==> src/rtl/blg_pkg.sv <==
package blg_pkg;

	// widths of the configuration write channel
	localparam int unsigned CFG_INDEX_W = 3;
	localparam int unsigned CFG_DATA_W  = 16;

	// item opcodes
	typedef enum logic {
		OP_UPDATE = 1'b0,
		OP_ACK    = 1'b1
	} opcode_t;

	// advisory codes
	typedef enum logic [1:0] {
		ADV_NONE     = 2'd0,
		ADV_LOW      = 2'd1,
		ADV_VERY_LOW = 2'd2
	} advisory_t;

	// configuration register indexes
	typedef enum logic [CFG_INDEX_W-1:0] {
		CFG_SAMPLE_INTERVAL   = 3'd0,
		CFG_LOW_PERCENT       = 3'd1,
		CFG_LOW_REARM         = 3'd2,
		CFG_VERY_LOW_PERCENT  = 3'd3,
		CFG_VERY_LOW_REARM    = 3'd4,
		CFG_CRITICAL_MV       = 3'd5,
		CFG_CONFIRM_SAMPLES   = 3'd6
	} cfg_index_t;

	// reset values of the configuration registers
	localparam logic [15:0] RST_SAMPLE_INTERVAL  = 16'd1000;
	localparam logic [6:0]  RST_LOW_PERCENT      = 7'd20;
	localparam logic [6:0]  RST_LOW_REARM        = 7'd25;
	localparam logic [6:0]  RST_VERY_LOW_PERCENT = 7'd10;
	localparam logic [6:0]  RST_VERY_LOW_REARM   = 7'd15;
	localparam logic [14:0] RST_CRITICAL_MV      = 15'd3300;
	localparam logic [7:0]  RST_CONFIRM_SAMPLES  = 8'd3;

	typedef struct packed {
		logic [15:0] sample_interval_ms;
		logic [6:0]  low_percent;
		logic [6:0]  low_rearm_percent;
		logic [6:0]  very_low_percent;
		logic [6:0]  very_low_rearm_percent;
		logic [14:0] critical_voltage_mv;
		logic [7:0]  critical_confirm_samples;
	} cfg_t;

	typedef struct packed {
		opcode_t            opcode;
		logic [31:0]        now_ms;
		logic               charging;
		logic signed [7:0]  charge_pct;
		logic signed [15:0] batt_mv;
	} item_t;

	typedef struct packed {
		logic      sampled;
		logic      crit_confirm;
		advisory_t advisory;
	} result_t;

endpackage

==> src/rtl/blg_item_if.sv <==
interface blg_item_if;
	import blg_pkg::*;

	logic               valid;
	logic               ready;
	logic               opcode;
	logic [31:0]        now_ms;
	logic               charging;
	logic signed [7:0]  charge_pct;
	logic signed [15:0] batt_mv;

	modport source (
		output valid, opcode, now_ms, charging, charge_pct, batt_mv,
		input  ready
	);
	modport sink (
		input  valid, opcode, now_ms, charging, charge_pct, batt_mv,
		output ready
	);
endinterface

==> src/rtl/blg_result_if.sv <==
interface blg_result_if;
	logic       valid;
	logic       ready;
	logic       sampled;
	logic       crit_confirm;
	logic [1:0] advisory;

	modport source (
		output valid, sampled, crit_confirm, advisory,
		input  ready
	);
	modport sink (
		input  valid, sampled, crit_confirm, advisory,
		output ready
	);
endinterface

==> src/rtl/blg_cfg_if.sv <==
interface blg_cfg_if;
	import blg_pkg::*;

	logic                  valid;
	logic                  ready;
	logic [CFG_INDEX_W-1:0] index;
	logic [CFG_DATA_W-1:0]  data;

	modport source (
		output valid, index, data,
		input  ready
	);
	modport sink (
		input  valid, index, data,
		output ready
	);
endinterface

==> src/rtl/blg_core.sv <==
module blg_core
	import blg_pkg::*;
(
	input  logic    clk,
	input  logic    arst_n,
	input  logic    step,
	input  item_t   item,
	input  cfg_t    cfg,
	output result_t result
);

	logic        have_sample_q;
	logic [31:0] last_time_q;
	logic        low_armed_q;
	logic        very_low_armed_q;
	advisory_t   pending_q;
	logic [7:0]  confirm_q;

	logic        have_sample_d;
	logic [31:0] last_time_d;
	logic        low_armed_d;
	logic        very_low_armed_d;
	advisory_t   pending_d;
	logic [7:0]  confirm_d;

	logic [31:0] elapsed;
	logic        take;
	logic [6:0]  lvl;
	logic        lvl_known;
	logic        la_rearm;
	logic        vla_rearm;
	logic        mv_critical;
	logic [7:0]  count_next;
	logic        crit;

	// interval check with wrapping time
	assign elapsed = item.now_ms - last_time_q;
	assign take    = (item.opcode == OP_UPDATE) &&
		(!have_sample_q || (elapsed >= {16'd0, cfg.sample_interval_ms}));

	// level and voltage comparisons
	assign lvl       = item.charge_pct[6:0];
	assign lvl_known = !item.charge_pct[7];
	assign la_rearm  = low_armed_q || (lvl > cfg.low_rearm_percent);
	assign vla_rearm = very_low_armed_q || (lvl > cfg.very_low_rearm_percent);
	assign mv_critical = !item.batt_mv[15] &&
		(item.batt_mv[14:0] <= cfg.critical_voltage_mv);
	assign count_next = (confirm_q < cfg.critical_confirm_samples) ?
		confirm_q + 8'd1 : confirm_q;

	// next state and result of one item
	always_comb begin
		have_sample_d    = have_sample_q;
		last_time_d      = last_time_q;
		low_armed_d      = low_armed_q;
		very_low_armed_d = very_low_armed_q;
		pending_d        = pending_q;
		confirm_d        = confirm_q;
		crit             = 1'b0;
		if (item.opcode == OP_ACK) begin
			pending_d = ADV_NONE;
		end else if (take) begin
			have_sample_d = 1'b1;
			last_time_d   = item.now_ms;
			if (item.charging) begin
				low_armed_d      = 1'b1;
				very_low_armed_d = 1'b1;
				pending_d        = ADV_NONE;
				confirm_d        = 8'd0;
			end else begin
				// advisory latches with hysteresis, very low first
				if (lvl_known) begin
					low_armed_d      = la_rearm;
					very_low_armed_d = vla_rearm;
					if ((lvl <= cfg.very_low_percent) && vla_rearm) begin
						very_low_armed_d = 1'b0;
						low_armed_d      = 1'b0;
						pending_d        = ADV_VERY_LOW;
					end else if ((lvl <= cfg.low_percent) && la_rearm) begin
						low_armed_d = 1'b0;
						if (pending_q != ADV_VERY_LOW) begin
							pending_d = ADV_LOW;
						end
					end
				end
				// consecutive critical sample counter
				if (mv_critical) begin
					confirm_d = count_next;
					crit      = (count_next >= cfg.critical_confirm_samples);
				end else begin
					confirm_d = 8'd0;
				end
			end
		end
	end

	assign result.sampled      = take;
	assign result.crit_confirm = crit;
	assign result.advisory     = pending_d;

	// guard state
	always_ff @(posedge clk or negedge arst_n) begin
		if (!arst_n) begin
			have_sample_q    <= 1'b0;
			last_time_q      <= 32'd0;
			low_armed_q      <= 1'b1;
			very_low_armed_q <= 1'b1;
			pending_q        <= ADV_NONE;
			confirm_q        <= 8'd0;
		end else if (step) begin
			have_sample_q    <= have_sample_d;
			last_time_q      <= last_time_d;
			low_armed_q      <= low_armed_d;
			very_low_armed_q <= very_low_armed_d;
			pending_q        <= pending_d;
			confirm_q        <= confirm_d;
		end
	end

endmodule

==> src/rtl/battery_level_guard.sv <==
// Battery level guard: takes update items (time, charging flag, charge percent, voltage) and
// acknowledge items, and returns one result item per input item with the sampled flag, the
// critical-voltage confirmation and the pending advisory. An item is registered on entry and
// its result is computed from the input register into the output register. One item can be
// taken each cycle unless the output stalls; the single state update between the input
// register and the output register sets that rate. Configuration writes are always accepted
// and should only be issued while no item is in flight.
module battery_level_guard
	import blg_pkg::*;
(
	input  logic          clk,
	input  logic          arst_n,
	blg_item_if.sink      item_in,
	blg_result_if.source  result_out,
	blg_cfg_if.sink       cfg
);

	cfg_t    cfg_q;
	item_t   item_s1;
	logic    valid_s1;
	result_t result_s2;
	logic    valid_s2;
	result_t result_c;
	logic    adv_s1;
	logic    in_fire;

	// pipeline moves when the output register is free or being drained
	assign adv_s1        = !valid_s2 || result_out.ready;
	assign item_in.ready = !valid_s1 || adv_s1;
	assign in_fire       = item_in.valid && item_in.ready;
	assign cfg.ready     = 1'b1;

	// configuration registers
	always_ff @(posedge clk or negedge arst_n) begin
		if (!arst_n) begin
			cfg_q.sample_interval_ms       <= RST_SAMPLE_INTERVAL;
			cfg_q.low_percent              <= RST_LOW_PERCENT;
			cfg_q.low_rearm_percent        <= RST_LOW_REARM;
			cfg_q.very_low_percent         <= RST_VERY_LOW_PERCENT;
			cfg_q.very_low_rearm_percent   <= RST_VERY_LOW_REARM;
			cfg_q.critical_voltage_mv      <= RST_CRITICAL_MV;
			cfg_q.critical_confirm_samples <= RST_CONFIRM_SAMPLES;
		end else if (cfg.valid) begin
			unique case (cfg_index_t'(cfg.index))
				CFG_SAMPLE_INTERVAL:  cfg_q.sample_interval_ms       <= cfg.data;
				CFG_LOW_PERCENT:      cfg_q.low_percent              <= cfg.data[6:0];
				CFG_LOW_REARM:        cfg_q.low_rearm_percent        <= cfg.data[6:0];
				CFG_VERY_LOW_PERCENT: cfg_q.very_low_percent         <= cfg.data[6:0];
				CFG_VERY_LOW_REARM:   cfg_q.very_low_rearm_percent   <= cfg.data[6:0];
				CFG_CRITICAL_MV:      cfg_q.critical_voltage_mv      <= cfg.data[14:0];
				CFG_CONFIRM_SAMPLES:  cfg_q.critical_confirm_samples <= cfg.data[7:0];
				default: begin
				end
			endcase
		end
	end

	// input register
	always_ff @(posedge clk or negedge arst_n) begin
		if (!arst_n) begin
			valid_s1 <= 1'b0;
		end else if (item_in.ready) begin
			valid_s1 <= item_in.valid;
		end
	end

	always_ff @(posedge clk) begin
		if (in_fire) begin
			item_s1.opcode     <= opcode_t'(item_in.opcode);
			item_s1.now_ms     <= item_in.now_ms;
			item_s1.charging   <= item_in.charging;
			item_s1.charge_pct <= item_in.charge_pct;
			item_s1.batt_mv    <= item_in.batt_mv;
		end
	end

	// guard state and per-item logic
	blg_core u_core (
		.clk    (clk),
		.arst_n (arst_n),
		.step   (valid_s1 && adv_s1),
		.item   (item_s1),
		.cfg    (cfg_q),
		.result (result_c)
	);

	// output register
	always_ff @(posedge clk or negedge arst_n) begin
		if (!arst_n) begin
			valid_s2 <= 1'b0;
		end else if (adv_s1) begin
			valid_s2 <= valid_s1;
		end
	end

	always_ff @(posedge clk) begin
		if (adv_s1 && valid_s1) begin
			result_s2 <= result_c;
		end
	end

	assign result_out.valid        = valid_s2;
	assign result_out.sampled      = result_s2.sampled;
	assign result_out.crit_confirm = result_s2.crit_confirm;
	assign result_out.advisory     = result_s2.advisory;

endmodule
==> src/flat_wrapper.sv <==
// flat-port wrapper written by rule: the top's interface ports become plain ports
module battery_level_guard_flat import blg_pkg::*;
  (clk, arst_n, item_in_valid, item_in_opcode, item_in_now_ms, item_in_charging, item_in_charge_pct, item_in_batt_mv, item_in_ready, result_out_valid, result_out_sampled, result_out_crit_confirm, result_out_advisory, result_out_ready, cfg_valid, cfg_index, cfg_data, cfg_ready);
  blg_item_if item_in_i ();
  blg_result_if result_out_i ();
  blg_cfg_if cfg_i ();
  input  logic clk;
  input  logic arst_n;
  input wire logic [$bits(item_in_i.valid)-1:0] item_in_valid;
  input wire logic [$bits(item_in_i.opcode)-1:0] item_in_opcode;
  input wire logic [$bits(item_in_i.now_ms)-1:0] item_in_now_ms;
  input wire logic [$bits(item_in_i.charging)-1:0] item_in_charging;
  input wire logic [$bits(item_in_i.charge_pct)-1:0] item_in_charge_pct;
  input wire logic [$bits(item_in_i.batt_mv)-1:0] item_in_batt_mv;
  output wire logic [$bits(item_in_i.ready)-1:0] item_in_ready;
  output wire logic [$bits(result_out_i.valid)-1:0] result_out_valid;
  output wire logic [$bits(result_out_i.sampled)-1:0] result_out_sampled;
  output wire logic [$bits(result_out_i.crit_confirm)-1:0] result_out_crit_confirm;
  output wire logic [$bits(result_out_i.advisory)-1:0] result_out_advisory;
  input wire logic [$bits(result_out_i.ready)-1:0] result_out_ready;
  input wire logic [$bits(cfg_i.valid)-1:0] cfg_valid;
  input wire logic [$bits(cfg_i.index)-1:0] cfg_index;
  input wire logic [$bits(cfg_i.data)-1:0] cfg_data;
  output wire logic [$bits(cfg_i.ready)-1:0] cfg_ready;
  assign item_in_i.valid = item_in_valid;
  assign item_in_i.opcode = item_in_opcode;
  assign item_in_i.now_ms = item_in_now_ms;
  assign item_in_i.charging = item_in_charging;
  assign item_in_i.charge_pct = item_in_charge_pct;
  assign item_in_i.batt_mv = item_in_batt_mv;
  assign item_in_ready = item_in_i.ready;
  assign result_out_valid = result_out_i.valid;
  assign result_out_sampled = result_out_i.sampled;
  assign result_out_crit_confirm = result_out_i.crit_confirm;
  assign result_out_advisory = result_out_i.advisory;
  assign result_out_i.ready = result_out_ready;
  assign cfg_i.valid = cfg_valid;
  assign cfg_i.index = cfg_index;
  assign cfg_i.data = cfg_data;
  assign cfg_ready = cfg_i.ready;
  battery_level_guard u_core (.clk(clk), .arst_n(arst_n), .item_in(item_in_i), .result_out(result_out_i), .cfg(cfg_i));
endmodule
==> config.mk <==
export PLATFORM = sky130hd
export DESIGN_NAME = battery_level_guard_flat
export DESIGN_NICKNAME = d
export VERILOG_FILES = /design/src/rtl/blg_pkg.sv /design/src/rtl/blg_item_if.sv /design/src/rtl/blg_result_if.sv /design/src/rtl/blg_cfg_if.sv /design/src/rtl/blg_core.sv /design/src/rtl/battery_level_guard.sv /design/src/flat_wrapper.sv
export SDC_FILE = /design/constraint.sdc
export NUM_CORES = 1
export LEC_CHECK = 0
export BUFFER_PORTS_ARGS = -buffer_cell sky130_fd_sc_hd__buf_2
export CORE_MARGIN = 1.5
export CORE_UTILIZATION = 65
export DETAILED_ROUTE_END_ITERATION = 8
export PLACE_DENSITY = 0.86
export SYNTH_ARGS = -nofsm -noshare
export SYNTH_HDL_FRONTEND = slang
export SYNTH_SLANG_ARGS = --single-unit
==> constraint.sdc <==
create_clock -name clk -period 8.75 [get_ports clk]
set_input_delay 1.3125 -clock clk [delete_from_list [all_inputs] [get_ports clk]]
set_output_delay 1.3125 -clock clk [all_outputs]
set_load 0.005 [all_outputs]
==> results of run 1 <==
## power by group through the flow
stage | Sequential, mW | Combinational, mW | Clock (mW)
6_report | 1.06 | 0.880 | 0.763
5_1_grt | 1.08 | 0.983 | 0.806
4_1_cts | 1.06 | 0.871 | 0.772
3_5_place_dp | 1.08 | 0.850 | 0
3_3_place_gp | 1.07 | 0.810 | 0
2_1_floorplan | 1.06 | 0.648 | 0
## cell families (layout without fill, tap and decap cells)
logic type | after synthesis | after routing | synth area share
other cells | 1 | 1 | 0.000368
xor+xnor | 30 | 30 | 0.0258
buf+inv | 139 | 237 | 0.0549
mux | 71 | 71 | 0.0779
fa+ha+maj | 107 | 107 | 0.132
flops | 176 | 176 | 0.466
compound gates | 223 | 223 | 0.141
simple gates | 207 | 207 | 0.101
## area by class of cell
cell class,instances,area [um^2],share of cell area
repair buffers,93,483,0.0424
flip-flops and latches,176,4750,0.417
well taps,211,264,0.0232
clock inverters,15,164,0.0144
inverters,112,420,0.0369
multi-input cells,639,4890,0.429
clock buffers,17,425,0.0373
## layout by cell type, fill, tap and decap left out, types with 9 or more instances in the layout
cell type and instances:
edfxtp_1 62, xor2_1 13, o21ai_0 61, ha_1 106
nand4_1 19, nor2b_1 16, nor2_1 31, clkbuf_16 17
a21oi_1 56, inv_1 112, nor3_1 9, o31ai_1 10
o21a_1 11, mux2_2 37, xnor2_1 17, buf_2 86
dfstp_2 27, mux2_1 29, nand2b_1 15, dfrtp_1 87
o211ai_1 9, a21o_1 23, nand3_1 14, nand2_1 72
## registers in the layout (all words and copies together) (netlist names)
signal	cells
u_core.cfg_q	67
u_core.result_out.valid	1
u_core.u_core.last_time_q	32
u_core.u_core.pending_q	2
u_core.u_core.very_low_armed_q	1
u_core.valid_s1	1
u_core.u_core.confirm_q	8
u_core.result_out.sampled	1
u_core.result_out.crit_confirm	1
u_core.u_core.low_armed_q	1
u_core.u_core.have_sample_q	1
u_core.result_out.advisory	2
u_core.item_s1	58
## worst max path at each step
stage,cells after the start,slack [ns],to
4_1_cts,20,3.39,u_core.u_core.last_time_q[28]$_DFFE_PN0P_
5_1_grt,20,2.93,u_core.u_core.last_time_q[15]$_DFFE_PN0P_
3_3_place_gp,19,3.62,u_core.u_core.last_time_q[27]$_DFFE_PN0P_
6_report,17,3.33,u_core.u_core.last_time_q[15]$_DFFE_PN0P_
2_1_floorplan,19,4.60,u_core.u_core.last_time_q[0]$_DFFE_PN0P_
3_5_place_dp,19,3.47,u_core.u_core.last_time_q[28]$_DFFE_PN0P_
## metrics by stage
step                      cell area, um^2  setup WS [ns]  hold slack (ns)  power, mW
after floorplan                     10200           4.60            0.435       1.71
after global placement              10800           3.62            0.452       1.88
after detailed placement            10800           3.47            0.452       1.93
after CTS                           11400           3.39            0.471       2.71
after global routing                11400           2.93            0.486       2.87
final                               11400           3.33            0.472       2.71
## routing by layer
metal | vias up | track usage | wire [um]
met4 | 0 | 0.102 | 398
met3 | 31 | 0.0476 | 1050
li1 | 3569 | - | -
met5 | - | 0 | 0
met1 | 3592 | 0.361 | 9440
met2 | 234 | 0.477 | 10700
==> run_results.csv, run 1 <==
group,metric,value,unit
status,status,"finished clean",
clock_network,htreeDepth,4,
worst_setup_path,r2r.worst_path.cells,17,
min_path,hold_start,"u_core.u_core.have_sample_q$_DFFE_PN0P_",
timing,worst_slew_pin_slew,1.27,ns
floorplanning,initial_core_util,0.668,
global_route,grt.overflow.total,0,
power,leakage,5.21,nW
logic_synthesis,synth_top_area_frac,0.214,
global_route,grt_pass1_vias,7357,
logic_synthesis,yosysWarnings,0,
power,p_comb_frac,0.325,
cells_and_area,layout.cells.non_filler,1263,
drt,drt_pre_antenna_iters,6,
worst_setup_path,crit_start,"u_core.u_core.last_time_q[0]$_DFFE_PN0P_",
timing,slew_violations,0,
run,cap_violations,0,
logic_synthesis,synthArstFlopShare,0.648,
global_route,grt_max_degree,72,
floorplanning,dieHeight,128,um
floorplanning,coreArea,15300,um^2
power,power.share.clock,0.282,
logic_synthesis,synth_area_per_cell,10.7,um^2
timing,skew,0.00970,ns
min_path,hp-class,"reg2reg",
logic_synthesis,synthCells,954,
power,irDropWorstVdd,0.153,mV
timing,setup_violations,0,
logic_synthesis,netlist_area,10200,um^2
global_route,antenna_found_initial,0,
min_path,holdPathStages,1,
worst_setup_path,crit-reg2reg-launch,"u_core.u_core.last_time_q[0]$_DFFE_PN0P_",
floorplanning,fp.dieW,128,um
worst_setup_path,crit_buf_inv,1,
logic_synthesis,yosysTopAreaCell,"dfrtp_1",
timing,finalCriticalPeriod,5.42,ns
power,power_density,238,nW/um^2
logic_synthesis,synth_area_leaders,"dfrtp_1, edfxtp_1, ha_1",
place,port_buffers,87,
place,dp_hpwl,15.2,mm
worst_setup_path,crit_family,"simple AND/OR/NAND/NOR gates",
worst_setup_path,crit_fanout,42,
drt,wl,21.6,mm
clock_network,cts_resized,0,
worst_setup_path,arrival,5.74,ns
logic_synthesis,yosys-top-cells-count,"inv_1, ha_1, dfrtp_1",
timing,period_share,0.619,
drt,vias_per_cell,5.88,
clock_network,cts_made_buffers,17,
clock_network,cts_root_buffer,"clkbuf_16",
power,p_sw_frac,0.339,
worst_setup_path,end_kind,"flip-flop",
logic_synthesis,ys_ff_latch,176,
drt,ant_nets,0,
drt,vias,7426,
power,internal-power,1.79,mW
worst_setup_path,rrSetupSlack,3.33,ns
timing,max_freq,184,MHz
clock_network,insertion_delay,0.44,ns
cells_and_area,fin_nets,1228,
worst_setup_path,worstSetupPathType,"reg2reg",
power,power_frac_seq,0.393,
place,dp.cells,1231,
logic_synthesis,synth_nets,1143,
clock_network,clkTransAtPathRegs,0.07,ns
logic_synthesis,yosysUniqueCellTypes,62,
timing,finalHoldViolations,0,
logic_synthesis,synth_edf_count,62,
clock_network,clkSinkCount,176,
worst_setup_path,crit_required,9.07,ns
drt,first_iter_violations,508,
drt,drc_errors,0,
clock_network,holdBufCountCts,0,
timing,tns,0,ns
floorplanning,die-area,16400,um^2
cells_and_area,antennaDiodeCount,0,
drt,wl_per_cell,17.1,um
worst_setup_path,crit_path_max_incr_delay,0.88,ns
cells_and_area,final_util,0.747,
power,p_sw,0.919,mW
clock_network,cts_setup_buffers,0,
clock_network,cts_max_path_buffers,2,
global_route,grt_pass1_wl,35.7,mm
logic_synthesis,synthFlopType,"dfrtp_1",
clock_network,cts_tree,"yes",
worst_setup_path,critPathSlowestCell,"nand2b_2",
cells_and_area,nFillCells,1018,
floorplanning,ios,89,
cells_and_area,area_delta_synth_final,11.8,%
worst_setup_path,reg2reg_to,"u_core.u_core.last_time_q[15]$_DFFE_PN0P_",
global_route,track_usage,0.280,
worst_setup_path,crit_path_start_kind,"flip-flop",
floorplanning,num_rows,45,
cells_and_area,drive_gt1_frac,0.195,
min_path,min_to,"u_core.u_core.have_sample_q$_DFFE_PN0P_",
worst_setup_path,path_cells,"ha_1, fa_1, nor2b_1, o2111ai_1, a211oi_1, nor2_1, xnor2_1, ha_1, a21oi_1, nor2b_1, o21ai_0, o2111ai_1, or4_1, nor4b_2, buf_4, nand2b_2, mux2_1",
logic_synthesis,synth.most_common_cell,"inv_1",
logic_synthesis,ys_seq_area_frac,0.466,
timing,max_slew_margin,0.144,
place,routabilityCongestion,0.922,
timing,rsz0062_at_grt,"no",
(Power assumes the default switching activity.)
==> inputs of run 2 (changes only) <==
- CORE_UTILIZATION: 65 -> 55
- PLACE_DENSITY: 0.86 -> 0.77
- clock period: 8.75 -> 4.9 ns (I/O delays scaled with it)
==> run 2 against run 1 <==
Net effect: the run now ends with design-rule violations left; fmax is 19% higher; first-iteration DRC count down 9.3%; wire length decreased by 1.9%; count of clock-buffer cells in the layout increased by 4; combinational power is 76% higher; via count down 0.88%; core utilization decreased by 11 points; non-clock buffer count up 3; sequential share of layout area shrank 0.32 points; critical path depth rose by 2; largest cell class unchanged.
==> run_results.csv, run 2 (same netlist as run 1, synthesis figures left out) <==
group,metric,value,unit
floorplanning,initial_core_util,0.563,
timing,max_freq,220,MHz
worst_setup_path,arrival,4.85,ns
clock_network,insertion_delay,0.43,ns
drt,vias,7361,
status,status,"complete, but fails checks",
power,irDropWorstVdd,0.248,mV
min_path,hp-class,"in2reg",
clock_network,cts_tree,"yes",
floorplanning,num_rows,49,
clock_network,htreeDepth,4,
drt,wl_per_cell,16.5,um
clock_network,clkSinkCount,176,
power,power_density,419,nW/um^2
cells_and_area,regMostFlops,"u_core.cfg_q",
worst_setup_path,crit_fanout,23,
timing,finalCriticalPeriod,4.54,ns
cells_and_area,largest_reg_flops,67,
timing,rsz0062_at_grt,"no",
clock_network,holdBufCountCts,0,
global_route,grt_pass1_vias,7463,
cells_and_area,nFillCells,1429,
power,p_sw,1.57,mW
floorplanning,ios,89,
worst_setup_path,crit_path_start_kind,"flip-flop",
power,internal-power,3.24,mW
floorplanning,coreArea,18100,um^2
place,dp_hpwl,15.4,mm
clock_network,cts_made_buffers,17,
place,routabilityCongestion,0.941,
drt,vias_per_cell,5.73,
cells_and_area,drive_gt1_frac,0.197,
cells_and_area,area_delta_synth_final,12.7,%
global_route,use_met3,0.0456,
drt,drt_pre_antenna_iters,7,
power,p_sw_frac,0.327,
power,power_frac_seq,0.395,
place,post-place-ws,0.185,ns
worst_setup_path,worstSetupPathType,"reg2reg",
worst_setup_path,crit_required,5.21,ns
run,cap_violations,0,
timing,fin_ws,0.357,ns
cells_and_area,largestRegisters,"u_core.cfg_q x67, u_core.item_s1 x58, u_core.u_core.last_time_q x32",
cells_and_area,register_area,4750,um^2
drt,ant_nets,0,
power,leakage,5.25,nW
power,p_comb_frac,0.322,
cells_and_area,fin_nets,1231,
timing,period_share,0.927,
global_route,track_usage,0.232,
drt,drc_errors,3,
global_route,grt.overflow.total,0,
power,power.share.clock,0.283,
clock_network,cts_root_buffer,"clkbuf_16",
timing,finalHoldViolations,0,
cells_and_area,most-common-layout-cells,"inv_1, ha_1, dfrtp_1",
drt,first_iter_violations,461,
cells_and_area,multiInputGateArea,4910,um^2
drt,wl,21.2,mm
clock_network,cts_max_path_buffers,2,
status,violations,"design-rule violations",
global_route,antenna_found_initial,0,
timing,max_slew_margin,0.204,
timing,setup_violations,0,
worst_setup_path,end_kind,"flip-flop",
timing,slew_violations,0,
clock_network,clkTransAtPathRegs,0.07,ns
floorplanning,fp.dieW,139,um
global_route,met2_usage,0.397,
global_route,grt_pass1_wl,35.9,mm
cells_and_area,final_common_cell,"inv_1",
global_route,met1_usage,0.297,
floorplanning,dieHeight,139,um
timing,worst_slew_pin_slew,1.19,ns
place,port_buffers,87,
global_route,grt_max_degree,82,
cells_and_area,antennaDiodeCount,0,
global_route,grt.busiest_layer,"met2",
floorplanning,die-area,19300,um^2
timing,tns,0,ns
timing,skew,0.0144,ns
## run 2: worst paths after layout
path                                                            from                                          to  slack, ns  cells after the start
hold reg to reg            u_core.u_core.last_time_q[16]$_DFFE_PN0P_   u_core.u_core.last_time_q[16]$_DFFE_PN0P_       0.49                      1
max in group asynchronous                                     arst_n  u_core.u_core.very_low_armed_q$_DFFE_PN1P_       3.33                      2
setup reg to reg                        u_core.item_s1[27]$_DFFE_PP_   u_core.u_core.last_time_q[28]$_DFFE_PN0P_       0.36                     19
min in group asynchronous                                     arst_n                u_core.cfg_q[21]$_DFFE_PN0P_       0.50                      1
hold / removal                                 item_in_charge_pct[5]                u_core.item_s1[21]$_DFFE_PP_       0.47                      1
setup / recovery                        u_core.item_s1[27]$_DFFE_PP_   u_core.u_core.last_time_q[28]$_DFFE_PN0P_       0.36                     19
## run 2: final cells by class
| cell class | count | area share |
|---|---|---|
| timing repair buffer | 96 | 0.0447 |
| tap | 229 | 0.0250 |
| sequential | 176 | 0.414 |
| inverter | 112 | 0.0366 |
| clock inverter | 11 | 0.0100 |
| multi-input combinational | 639 | 0.428 |
| clock buffer | 21 | 0.0421 |
## run 2: critical path: stages (launching register included)
cell       delay [ns]
edfxtp_1         0.41
ha_1             0.35
o211ai_1         0.20
a21oi_1          0.13
o31ai_4          0.27
a21oi_1          0.13
o21ai_0          0.17
nand2b_1         0.07
a21oi_1          0.17
xnor2_1          0.14
ha_1             0.26
a21oi_1          0.16
nor2b_1          0.06
o21ai_0          0.16
o2111ai_1        0.12
or4_1            0.54
nor4b_4          0.31
nand2b_2         0.19
buf_8            0.22
mux2_2           0.36
## run 2: power groups by stage
stage	registers (mW)	logic [mW]	clock network, mW
floorplan	1.89	1.16	0
global placement	1.91	1.46	0
detailed placement	1.93	1.52	0
CTS	1.90	1.54	1.39
global route	1.93	1.76	1.45
finish	1.90	1.55	1.36
## run 2: routing by layer
layer,vias up,wire [um],part of all wire
met5,-,0,0
met4,0,391,0.018
met3,32,888,0.042
met2,201,10300,0.49
met1,3546,9540,0.45
li1,3582,-,-
## run 2: what timing repair did
action,4_1_cts,5_1_grt
gates resized for setup,0,6
buffers inserted,0,0
endpoints found under the setup margin,0,43
## run 2: through the flow
step,instances,hold slack [ns],util,power (mW),cell area [um^2]
4_1_cts,1284,0.456,0.633,4.83,11400
3_5_place_dp,1252,0.461,0.600,3.44,10800
6_report,1284,0.471,0.635,4.81,11500
5_1_grt,1284,0.451,0.635,5.15,11500
2_1_floorplan,954,0.435,-,3.05,10200
3_3_place_gp,1252,0.452,0.600,3.37,10800
